===== config.mk =====
export PLATFORM = sky130hd
export DESIGN_NAME = smva_ctrl
export DESIGN_NICKNAME = d
export VERILOG_FILES = /design/src/sv/smva_pkg.sv /design/src/sv/smva_ctrl.sv
export SDC_FILE = /design/constraint.sdc
export NUM_CORES = 1
export LEC_CHECK = 0
export BUFFER_PORTS_ARGS = -buffer_cell sky130_fd_sc_hd__buf_2
export CORE_AREA = 2 2 39 41
export CTS_BUF_LIST = sky130_fd_sc_hd__clkbuf_4 sky130_fd_sc_hd__clkbuf_8 sky130_fd_sc_hd__clkbuf_16
export DETAILED_ROUTE_END_ITERATION = 10
export DIE_AREA = 0 0 41 43
export PLACE_DENSITY = 0.79
export SETUP_SLACK_MARGIN = 0.15
export SLEW_MARGIN = 20
export SYNTH_ARGS = -nofsm -noshare
export SYNTH_HDL_FRONTEND = slang
export SYNTH_SLANG_ARGS = --single-unit

===== constraint.sdc =====
create_clock -name clk -period 3.4 [get_ports clk]
set_input_delay 0.51 -clock clk [delete_from_list [all_inputs] [get_ports clk]]
set_output_delay 0.51 -clock clk [all_outputs]
set_load 0.02 [all_outputs]

===== src/sv/smva_pkg.sv =====
// ============================================================================
// smva_pkg
// Shared constants, codes and types of the sparse matrix-vector block.
// ============================================================================
package smva_pkg;

    // Vector dimension and field widths.
    localparam int MAX_DIM   = 1024;
    localparam int IDX_W     = 10;
    localparam int VAL_W     = 32;
    localparam int ACC_W     = 48;
    localparam int FRAC_W    = 16;
    localparam int CFG_IDX_W = 2;

    // Shared multiplier: 33-bit signed by 32-bit signed.
    localparam int MUL_A_W = VAL_W + 1;
    localparam int MUL_P_W = MUL_A_W + VAL_W;
    // Exact alpha*acc + beta*y before scaling.
    localparam int SUM_W   = ACC_W + VAL_W + 1;

    // Reset value of alpha: 1.0 in Q16.16.
    localparam logic [VAL_W-1:0] ALPHA_RESET = VAL_W'(65536);

    // Request codes.
    typedef enum logic [1:0] {
        REQ_LOAD  = 2'd0,
        REQ_ACCUM = 2'd1,
        REQ_READ  = 2'd2
    } req_t;

    // Configuration register indexes.
    localparam logic [CFG_IDX_W-1:0] CFG_SCATTER = 2'd0;
    localparam logic [CFG_IDX_W-1:0] CFG_ALPHA   = 2'd1;
    localparam logic [CFG_IDX_W-1:0] CFG_BETA    = 2'd2;

    // Sequencer states.
    typedef enum logic [2:0] {
        ST_CLEAR,
        ST_IDLE,
        ST_ACC_MUL,
        ST_ACC_WB,
        ST_RD_LO,
        ST_RD_HI,
        ST_RD_BY,
        ST_RD_SUM
    } state_t;

    // Control bundle from the sequencer to the datapath.
    typedef struct packed {
        state_t           state;
        logic             accept;
        logic [IDX_W-1:0] clr_addr;
    } ctl_t;

endpackage


===== src/sv/smva_ctrl.sv =====
// ============================================================================
// smva_ctrl
// Sequencer: clearing sweep after reset and the per-beat step sequence.
// ============================================================================
module smva_ctrl (
    input  logic                        clk,
    input  logic                        rst_n,
    input  logic                        start,
    input  logic [1:0]                  req_type,
    output logic                        busy,
    output smva_pkg::ctl_t              ctl
);

    smva_pkg::state_t                state_reg;
    smva_pkg::state_t                state_next;
    logic [smva_pkg::IDX_W-1:0]      clr_addr_reg;
    logic [smva_pkg::IDX_W-1:0]      clr_addr_next;
    logic                            accept;

    // State and sweep address registers.
    always_ff @(posedge clk or negedge rst_n)
    begin
        if (!rst_n)
        begin
            state_reg    <= smva_pkg::ST_CLEAR;
            clr_addr_reg <= '0;
        end
        else
        begin
            state_reg    <= state_next;
            clr_addr_reg <= clr_addr_next;
        end
    end

    // Next state. Loads and the unused request code finish in the accept cycle; nonzeros and reads step on.
    always_comb
    begin
        state_next    = state_reg;
        clr_addr_next = clr_addr_reg;
        accept        = start && (state_reg == smva_pkg::ST_IDLE);
        unique case (state_reg)
            smva_pkg::ST_CLEAR:
            begin
                clr_addr_next = clr_addr_reg + smva_pkg::IDX_W'(1);
                if (clr_addr_reg == smva_pkg::IDX_W'(smva_pkg::MAX_DIM - 1))
                begin
                    state_next = smva_pkg::ST_IDLE;
                end
            end
            smva_pkg::ST_IDLE:
            begin
                if (accept)
                begin
                    unique case (req_type)
                        smva_pkg::REQ_ACCUM: state_next = smva_pkg::ST_ACC_MUL;
                        smva_pkg::REQ_READ:  state_next = smva_pkg::ST_RD_LO;
                        default:             state_next = smva_pkg::ST_IDLE;
                    endcase
                end
            end
            smva_pkg::ST_ACC_MUL: state_next = smva_pkg::ST_ACC_WB;
            smva_pkg::ST_ACC_WB:  state_next = smva_pkg::ST_IDLE;
            smva_pkg::ST_RD_LO:   state_next = smva_pkg::ST_RD_HI;
            smva_pkg::ST_RD_HI:   state_next = smva_pkg::ST_RD_BY;
            smva_pkg::ST_RD_BY:   state_next = smva_pkg::ST_RD_SUM;
            smva_pkg::ST_RD_SUM:  state_next = smva_pkg::ST_IDLE;
        endcase
    end

    assign busy         = (state_reg != smva_pkg::ST_IDLE);
    assign ctl.state    = state_reg;
    assign ctl.accept   = accept;
    assign ctl.clr_addr = clr_addr_reg;

endmodule


==> run_results.csv <==
group,metric,value,unit
sta,skew,1.68,ps
logic_synthesis,synth-edff-count,0,
die,core,1380,µm²
sta,rsz0062_at_grt,"false",
route,first_iter_violations,5,
route,vias_per_cell,5.05,
sta,min_period_over_period,48.8,%
cells_and_area,fillers,132,
logic_synthesis,avgSynthCellArea,11.3,µm²
min_path,hp-class,"primary input to asynchronous set/reset pin",
sta,hold_viol,0,
logic_synthesis,yosysWarnings,0,
placed_design,placed_cell_area,731,µm²
setup_path,path_delay_family,"flip-flops",
sta,drv_slew,0,
cells_and_area,diodes,0,
global_routing,antenna_found_initial,0,
cells_and_area,design_area,761,µm²
cells_and_area,layout.area.seq,325,µm²
sta,setup_viol,0,
route,drt_wl_total,1080,µm
cts,cts_buffers,3,
logic_synthesis,syn_inst,56,
flow_run,maxCapViolations,0,
logic_synthesis,synth_flop_cell,"dfrtp_1",
route,dr_total_vias,470,
placed_design,placedCellCount,89,
pwr,power_leakage,0.390,nW
run_status,outcome,"completed",
sta,fmax,603,MHz
cts,postCtsResizedCells,0,
global_routing,grt_pass1_vias,443,
die,die_y,43,µm
logic_synthesis,yosysSeqAreaShare,51.3,%
setup_path,cp-start-kind,"flip-flop",
cts,tritoncts,"built",
die,start_util,45.8,%
route,drc,0,
setup_path,slowest_delay,440,ps
cts,clock_sinks,13,
cts,cts_max_level,1,
cells_and_area,multi_input_area,279,µm²
cts,clockBufferDepth,2,
cts,post_cts_buffers,0,
die,die_w,41,µm
setup_path,crit_slowest_cell,"dfrtp_1",
placed_design,numPortBuffers,19,
placed_design,place_congestion,0.794,
cts,clock_latency,270,ps
global_routing,grt_pass1_wl,1820,µm
pwr,finalPower,629,µW
setup_path,crit_type,"flip-flop to output pin",
logic_synthesis,ys_async_sr_fraction,100,%
sta,worst_hold_slack,105,ps
route,ant_nets,0,
sta,setup_tns,0,ps
setup_path,critPathBufInv,1,
setup_path,cp_max_fo,6,
die,ioPinCount,20,
cells_and_area,final_util,55.0,%
logic_synthesis,syn_area,634,µm²
sta,finalCriticalPeriod,1660,ps
pwr,ir_drop,380,µV
sta,fin_ws,1740,ps
setup_path,arrival,1150,ps
setup_path,critPathRequiredTime,2890,ps
pwr,power_density,826,nW/µm²
cells_and_area,largest_reg_flops,10,
die,die_area,1760,µm²
setup_path,r2r_setup_slack,1890,ps
cts,clk_pin_slew_worst_paths,80,ps
cts,root_buffer,"clkbuf_4",
logic_synthesis,syn_nets,64,
global_routing,track_usage,15.3,%
logic_synthesis,synth_cell_types,22,
setup_path,worstPathCellList,"nor2_1 -> and3_1 -> buf_2",
cells_and_area,fin_cells,93,
cells_and_area,drive_gt1_share,33.8,%
sta,worst_pin_slew,623,ps
route,drtPass1Iterations,4,
logic_synthesis,synth-seq-cells,13,
placed_design,dp_slack,1910,ps
cells_and_area,fin_nets,86,
global_routing,gr-total-overflow,0,
global_routing,grt_start_max_net_pins,14,
cells_and_area,syn_to_final_growth,19.9,%
cts,hold_buffers,0,
sta,relSlewSlack,58.2,%
setup_path,end_kind,"output pin",
die,rows,14,
route,wire_per_inst,11.6,µm
placed_design,hpwl,873,µm
[layout by cell type, fill, tap and decap left out, drive strengths merged, types with 4 or more instances in the layout]
| cell type | netlist | layout |
|---|---|---|
| dfrtp | 13 | 13 |
| nand4 | 4 | 4 |
| clkbuf | 0 | 4 |
| buf | 2 | 19 |
| xnor2 | 8 | 8 |
[layout make-up]
class | instances | share of cell area, %
sequential | 13 | 42.8
multi-input combinational | 38 | 36.7
timing repair buffer | 19 | 12.5
clock buffer | 4 | 3.95
tap | 16 | 2.63
inverter | 3 | 1.48
[cells in the mapped netlist (2+ instances only)]
library cell  number  share of area [%]
a21oi_1            3                2.4
and3_1             2                2.0
and4_1             2                2.8
dfrtp_1           13                 51
ha_1               3                5.9
inv_1              3                1.8
nand2_1            3                1.8
nand3_1            3                2.4
nand4_1            4                3.9
xnor2_1            8                 11
[layer usage]
layer	GRT usage [%]	up-vias	share of wire, %
li1	-	239	-
met1	19.1	221	43
met2	23.8	8	52
met3	3.14	2	3.4
met4	8.00	0	1.1
met5	0	-	0
[power breakdown]
| part | switching (mW) | leakage [nW] | internal, mW | total, mW |
|---|---|---|---|---|
| clock | 0.0482 | 0.0184 | 0.0533 | 0.101 |
| sequential | 0.0637 | 0.167 | 0.203 | 0.267 |
| combinational | 0.154 | 0.204 | 0.107 | 0.261 |
| total | 0.266 | 0.390 | 0.363 | 0.629 |
[worst paths after layout]
kind                                              from                          end  cells after the start
min in group clk           clr_addr_reg[7]$_DFFE_PN0N_  clr_addr_reg[7]$_DFFE_PN0N_                      1
min reg2reg                clr_addr_reg[7]$_DFFE_PN0N_  clr_addr_reg[7]$_DFFE_PN0N_                      1
max reg2reg                   state_reg[2]$_DFFE_PN0P_  clr_addr_reg[1]$_DFFE_PN0N_                      2
max in group asynchronous                        rst_n  clr_addr_reg[0]$_DFFE_PN0N_                      1
min                                              rst_n  clr_addr_reg[5]$_DFFE_PN0N_                      1
max                           state_reg[2]$_DFFE_PN0P_                      ctl[10]                      3
[cell families (layout without fill, tap and decap cells)]
| family | count (synthesis) | in the layout | share of synthesized area, % |
|---|---|---|---|
| adder cells (fa/ha/maj) | 3 | 3 | 5.92 |
| AO/OA/AOI/OAI | 6 | 6 | 5.52 |
| multiplexers | 1 | 1 | 1.78 |
| flip-flops | 13 | 13 | 51.3 |
| buffers and inverters | 5 | 26 | 4.73 |
| XOR/XNOR | 9 | 9 | 12.4 |
| AND/OR/NAND/NOR | 19 | 19 | 18.3 |
Note: power is estimated with default switching activity, not from simulation.
